$ cat config.mk
export PLATFORM = sky130hd
export DESIGN_NAME = queue_move_key_to_back
export DESIGN_NICKNAME = d
export VERILOG_FILES = /design/src/sv/qmkb_pkg.sv /design/src/sv/queue_move_key_to_back.sv
export SDC_FILE = /design/constraint.sdc
export NUM_CORES = 1
export LEC_CHECK = 0
export BUFFER_PORTS_ARGS = -buffer_cell sky130_fd_sc_hd__buf_2
export CAP_MARGIN = 20
export CORE_ASPECT_RATIO = 1.4
export CORE_MARGIN = 2
export CORE_UTILIZATION = 40
export CTS_CLUSTER_SIZE = 10
export DETAILED_ROUTE_END_ITERATION = 8
export GPL_TIMING_DRIVEN = 0
export PLACE_DENSITY_LB_ADDON = 0.2
export SLEW_MARGIN = 5
export SYNTH_ARGS = -nofsm -noshare
export SYNTH_HDL_FRONTEND = slang
export SYNTH_SLANG_ARGS = --single-unit
$ cat constraint.sdc
create_clock -name clk -period 6.7 [get_ports clk]
set_input_delay 1.005 -clock clk [delete_from_list [all_inputs] [get_ports clk]]
set_output_delay 1.005 -clock clk [all_outputs]
set_load 0.02 [all_outputs]
$ cat src/sv/qmkb_pkg.sv
package qmkb_pkg;

  localparam int QUEUE_DEPTH_DEF = 16;

  localparam logic [1:0] KIND_ENQUEUE = 2'd0;
  localparam logic [1:0] KIND_DEQUEUE = 2'd1;
  localparam logic [1:0] KIND_MOVE    = 2'd2;

  localparam logic [1:0] ST_DONE    = 2'd0;
  localparam logic [1:0] ST_FULL    = 2'd1;
  localparam logic [1:0] ST_EMPTY   = 2'd2;
  localparam logic [1:0] ST_MISSING = 2'd3;

  typedef struct packed {
    logic [1:0]  kind;
    logic [31:0] key;
  } cmd_t;

  typedef struct packed {
    logic [1:0]  status;
    logic [31:0] result_key;
    logic [4:0]  fill_count;
  } rsp_t;

endpackage

$ cat src/sv/queue_move_key_to_back.sv
// A command is registered in in_cmd_r, and its result in out_rsp_r, which drives out_rsp
// with out_valid high for a single cycle.
// Throughput: one command per cycle; busy is always low, as the compare-and-shift
// logic finishes every command without a stall.
// Reset (rst_n low at a rising edge) empties the queue and drops commands in flight;
// the stored keys are not cleared. The receiver cannot stall the result.
module queue_move_key_to_back #(
  parameter int QUEUE_DEPTH = qmkb_pkg::QUEUE_DEPTH_DEF
) (
  input  logic            clk,
  input  logic            rst_n,
  input  logic            start,
  output logic            busy,
  input  qmkb_pkg::cmd_t  in_cmd,
  output logic            out_valid,
  output qmkb_pkg::rsp_t  out_rsp
);
  import qmkb_pkg::*;

  localparam int CW = $clog2(QUEUE_DEPTH + 1);

  logic                  in_vld_r;
  cmd_t                  in_cmd_r;
  logic [31:0]           keys_r   [QUEUE_DEPTH];
  logic [31:0]           keys_nxt [QUEUE_DEPTH];
  logic [31:0]           keys_up  [QUEUE_DEPTH];
  logic [CW-1:0]         count_r;
  logic [CW-1:0]         count_nxt;
  logic                  out_vld_r;
  rsp_t                  out_rsp_r;
  rsp_t                  rsp_nxt;
  logic [QUEUE_DEPTH-1:0] match;
  logic [QUEUE_DEPTH-1:0] from_match;
  logic                  full;
  logic                  empty;
  logic                  found;

  assign busy      = 1'b0;
  assign out_valid = out_vld_r;
  assign out_rsp   = out_rsp_r;

  // Each slot's neighbour towards the tail, used when closing a gap.
  for (genvar g = 0; g < QUEUE_DEPTH; g++) begin : g_up
    if (g < QUEUE_DEPTH - 1) begin : g_mid
      assign keys_up[g] = keys_r[g + 1];
    end else begin : g_last
      assign keys_up[g] = keys_r[g];
    end
  end

  always_comb begin
    for (int i = 0; i < QUEUE_DEPTH; i++) begin
      match[i] = (CW'(i) < count_r) && (keys_r[i] == in_cmd_r.key);
    end
  end

  // Bits at and above the first match, counted from the head.
  assign from_match = match | (~match + {{(QUEUE_DEPTH-1){1'b0}}, 1'b1});
  assign found      = |match;
  assign full       = (count_r == CW'(QUEUE_DEPTH));
  assign empty      = (count_r == '0);

  always_comb begin
    keys_nxt           = keys_r;
    count_nxt          = count_r;
    rsp_nxt.status     = ST_DONE;
    rsp_nxt.result_key = '0;
    unique case (in_cmd_r.kind)
      KIND_ENQUEUE: begin
        if (full) begin
          rsp_nxt.status = ST_FULL;
        end else begin
          for (int i = 0; i < QUEUE_DEPTH; i++) begin
            if (CW'(i) == count_r) begin
              keys_nxt[i] = in_cmd_r.key;
            end
          end
          count_nxt          = count_r + CW'(1);
          rsp_nxt.result_key = in_cmd_r.key;
        end
      end
      KIND_DEQUEUE: begin
        if (empty) begin
          rsp_nxt.status = ST_EMPTY;
        end else begin
          keys_nxt           = keys_up;
          count_nxt          = count_r - CW'(1);
          rsp_nxt.result_key = keys_r[0];
        end
      end
      KIND_MOVE: begin
        if (empty) begin
          rsp_nxt.status = ST_EMPTY;
        end else if (!found) begin
          rsp_nxt.status = ST_MISSING;
        end else begin
          for (int i = 0; i < QUEUE_DEPTH; i++) begin
            if (from_match[i]) begin
              keys_nxt[i] = (CW'(i) == count_r - CW'(1)) ? in_cmd_r.key : keys_up[i];
            end
          end
          rsp_nxt.result_key = in_cmd_r.key;
        end
      end
      default: begin
      end
    endcase
    rsp_nxt.fill_count = 5'(count_nxt);
  end

  always_ff @(posedge clk) begin
    if (!rst_n) begin
      in_vld_r  <= 1'b0;
      count_r   <= '0;
      out_vld_r <= 1'b0;
    end else begin
      in_vld_r  <= start && !busy;
      out_vld_r <= in_vld_r;
      if (in_vld_r) begin
        count_r <= count_nxt;
      end
    end
  end

  always_ff @(posedge clk) begin
    if (start && !busy) begin
      in_cmd_r <= in_cmd;
    end
    if (in_vld_r) begin
      keys_r    <= keys_nxt;
      out_rsp_r <= rsp_nxt;
    end
  end

`ifndef SYNTHESIS
  a_count_bound: assert property (@(posedge clk) disable iff (!rst_n)
    count_r <= CW'(QUEUE_DEPTH))
    else $error("fill count exceeds the queue depth");

  a_result_follows_cmd: assert property (@(posedge clk) disable iff (!rst_n)
    in_vld_r |=> out_vld_r)
    else $error("registered command gave no result");

  a_count_idle: assert property (@(posedge clk) disable iff (!rst_n)
    !in_vld_r |=> $stable(count_r))
    else $error("fill count changed without a command");

  a_full_status: assert property (@(posedge clk) disable iff (!rst_n)
    out_vld_r && out_rsp_r.status == ST_FULL |-> out_rsp_r.fill_count == 5'(QUEUE_DEPTH))
    else $error("full status with a queue that is not full");

  a_empty_status: assert property (@(posedge clk) disable iff (!rst_n)
    out_vld_r && out_rsp_r.status == ST_EMPTY |-> out_rsp_r.fill_count == 5'd0)
    else $error("empty status with a queue that is not empty");
`endif

endmodule

==> flow_summary.toml <==
[detailed_routing]
drc = 0
first_iter_violations = 3841
met1_length_mm = 53.42
wirelength_mm = 147.2
wl_met3_mm = 15.26
ant_nets = 0
vias_per_cell = 6.708
drt_first_pass_iters = 6
via_count = 23710
met2_length_mm = 65.04
wl_per_cell_um = 41.63
top_layer_used = "met5"

[clocking]
path_clk_slew_ns = 0.06
clkLatencyLatePin_ns = 0.65
numCtsBuffers = 72
cts_root_buf = "clkbuf_16"
post_cts_buffers = 0
ctsResizeCount = 0
htreeDepth = 3
ctsHoldBuffers = 0
clock-sinks = 592
cts_buffer_depth = 3
cts_tree = "yes"

[sta]
skew_ns = 0.02769
slew_viol_final = 0
fin_crit_ns = 5.839
finalSetupViolCount = 0
timing.final.crit_share_pct = 87.15
hold_violations = 0
maxSlewHeadroom_pct = 14.79
worst_slack_ns = 0.8611
rsz0062_at_grt = "no"
fmax_mhz = 171.3
whs_ns = 0.5340
tightestPinTransition_ns = 1.278

[power]
power_frac_clock_pct = 34.4
pwr-share-comb_pct = 21.6
p_int_mw = 7.178
switching_power_mw = 3.230
switching_share_pct = 31.04
ir_drop_v = 0.0001845
power_frac_seq_pct = 43.9
power_density_nw_per_um2 = 294.6
power.leakage_nw = 11.95

[setup_path]
end_kind = "register"
crit_type = "reg2reg"
cp_max_fo = 12
r2r_cells = 12
startpoint_type = "register"
required_ns = 7.04
cp_data_arrival_time_ns = 6.18

[logic_synthesis]
ys_types = 58
synth.area.top_cells = "edfxtp_1 57%, a22o_1 15%, xnor2_1 7.9%"
async_reset_ff_share_pct = 0
synth_top_cell_by_area = "edfxtp_1"
synth-edff-count = 585
syn-cell-area_sq_um = 30600
yosysSeqAreaShare_pct = 57.87
synth_fp_nets = 2369
postSynthAreaPerCell_sq_um = 13.18
synth_ff_type = "edfxtp_1"
ys_seq_elements = 592
synthMostInstantiatedCell = "edfxtp_1"
synth_top_area_share_pct = 57.41
ys_warn_count = 0
ys_top_cells_by_count = "585 x edfxtp_1, 512 x a22o_1, 277 x xnor2_1"
postSynthCellCount = 2321

[outcome]
status = "completed"

[finish]
fillers = 6820
area_growth_syn_to_layout_pct = 15.46
finish.net_count = 2584
drive_gt1_share_pct = 13.82

[floorplanning]
start_util_pct = 40.20
core-area_sq_um = 76120
num_rows = 120
die_h_um = 331.3
die_area_sq_um = 78760
die_x_um = 237.8
io_pins = 78

[global_route]
grt-ovfl-total = 0
grt_pass1_vias = 22840
grt_start_max_net_pins = 43
antenna_found_initial = 5
globalRouteTotalUtil_pct = 36.77
grt_pass1_wl_mm = 194.8

[place]
dp_hpwl_mm = 108.5
place_congestion = 1.008
port_buffers = 76
post-place-ws_ns = 1.095

[hold_path]
hold_depth = 1
min_path_type = "in2reg"

[run]
cap_violations = 0
==> stage by stage <==
| step | TNS (ns) | power (mW) | cell area [sq um] | instances | util, % |
|---|---|---|---|---|---|
| finish | 0 | 10.41 | 35330 | 3535 | 46.41 |
| CTS | 0 | 10.33 | 35300 | 3528 | 46.37 |
| detailed placement | 0 | 6.789 | 33320 | 3435 | 43.77 |
| global route | 0 | 10.59 | 35320 | 3531 | 46.40 |
| floorplan | 0 | 5.843 | 30600 | 2321 | - |
| global placement | -590.85 | 6.714 | 32200 | 3373 | 42.30 |
==> power groups by stage <==
stage / clock network (mW) / registers (mW) / logic [mW]
3_3_place_gp: 0 / 4.66 / 2.05
4_1_cts: 3.59 / 4.56 / 2.17
6_report: 3.58 / 4.57 / 2.25
2_1_floorplan: 0 / 4.58 / 1.26
5_1_grt: 3.72 / 4.57 / 2.30
3_5_place_dp: 0 / 4.64 / 2.15
==> layout make-up <==
cell class,count,area [sq um],share of cell area [%]
Timing Repair Buffer,141,1286,3.640
Clock inverter,14,112.6,0.3187
Antenna cell,4,10.01,0.02833
Multi-Input combinational cell,1471,12000,33.97
Buffer,249,1087,3.077
Sequential cell,592,17710,50.12
Tap cell,976,1221,3.456
Inverter,9,33.78,0.09562
Clock buffer,79,1871,5.294
==> state kept, by name, indices dropped and copies added, names as in the netlist <==
register   flops
count_r        5
in_cmd_r      34
in_vld_r       1
keys_r       512
out_rsp       39
out_valid      1
==> critical path, stage by stage (launching register included) <==
cell and delay, ns:
edfxtp_1 0.31, buf_2 0.35, buf_2 0.63, clkbuf_1 0.92, xnor2_1 0.23, nand4_1 0.14
nor4_1 0.49, nand4_1 0.55, and3_1 0.50, nor3_2 0.80, buf_6 0.26, buf_6 0.16
buf_6 0.17
==> cells in the final DEF (no fill, tap or decap), types with 36 or more instances in the layout <==
cell	instances
clkbuf_1	132
buf_2	161
nor4_1	64
xor2_1	240
clkbuf_16	74
xnor2_1	277
edfxtp_1	585
nand4_1	83
buf_8	47
and2_1	36
a22o_1	512
==> worst paths after layout <==
| check | slack, ns | start | endpoint |
|---|---|---|---|
| max reg2reg | 0.86 | in_cmd_r[2] | keys_r[261] |
| min | 0.53 | in_cmd[18] | in_cmd_r[18] |
| max | 0.86 | in_cmd_r[2] | keys_r[261] |
| min reg2reg | 0.54 | in_vld_r | out_rsp[37] |
==> routing by layer <==
metal / global-route usage, % / vias to the layer above
met4: 28.53 / 2
met3: 8.272 / 500
met5: 0.3092 / -
li1: - / 9368
met2: 55.97 / 1940
met1: 45.20 / 11900
==> logic make-up after synthesis <==
kind of cell	share of synthesized area [%]
AO/OA/AOI/OAI	17.16
XOR/XNOR	14.80
flip-flops	57.87
adder cells (fa/ha/maj)	0.4498
buffers and inverters	3.627
AND/OR/NAND/NOR	6.052
other	0.01226
multiplexers	0.03271
Note: power is estimated with default switching activity, not from simulation.
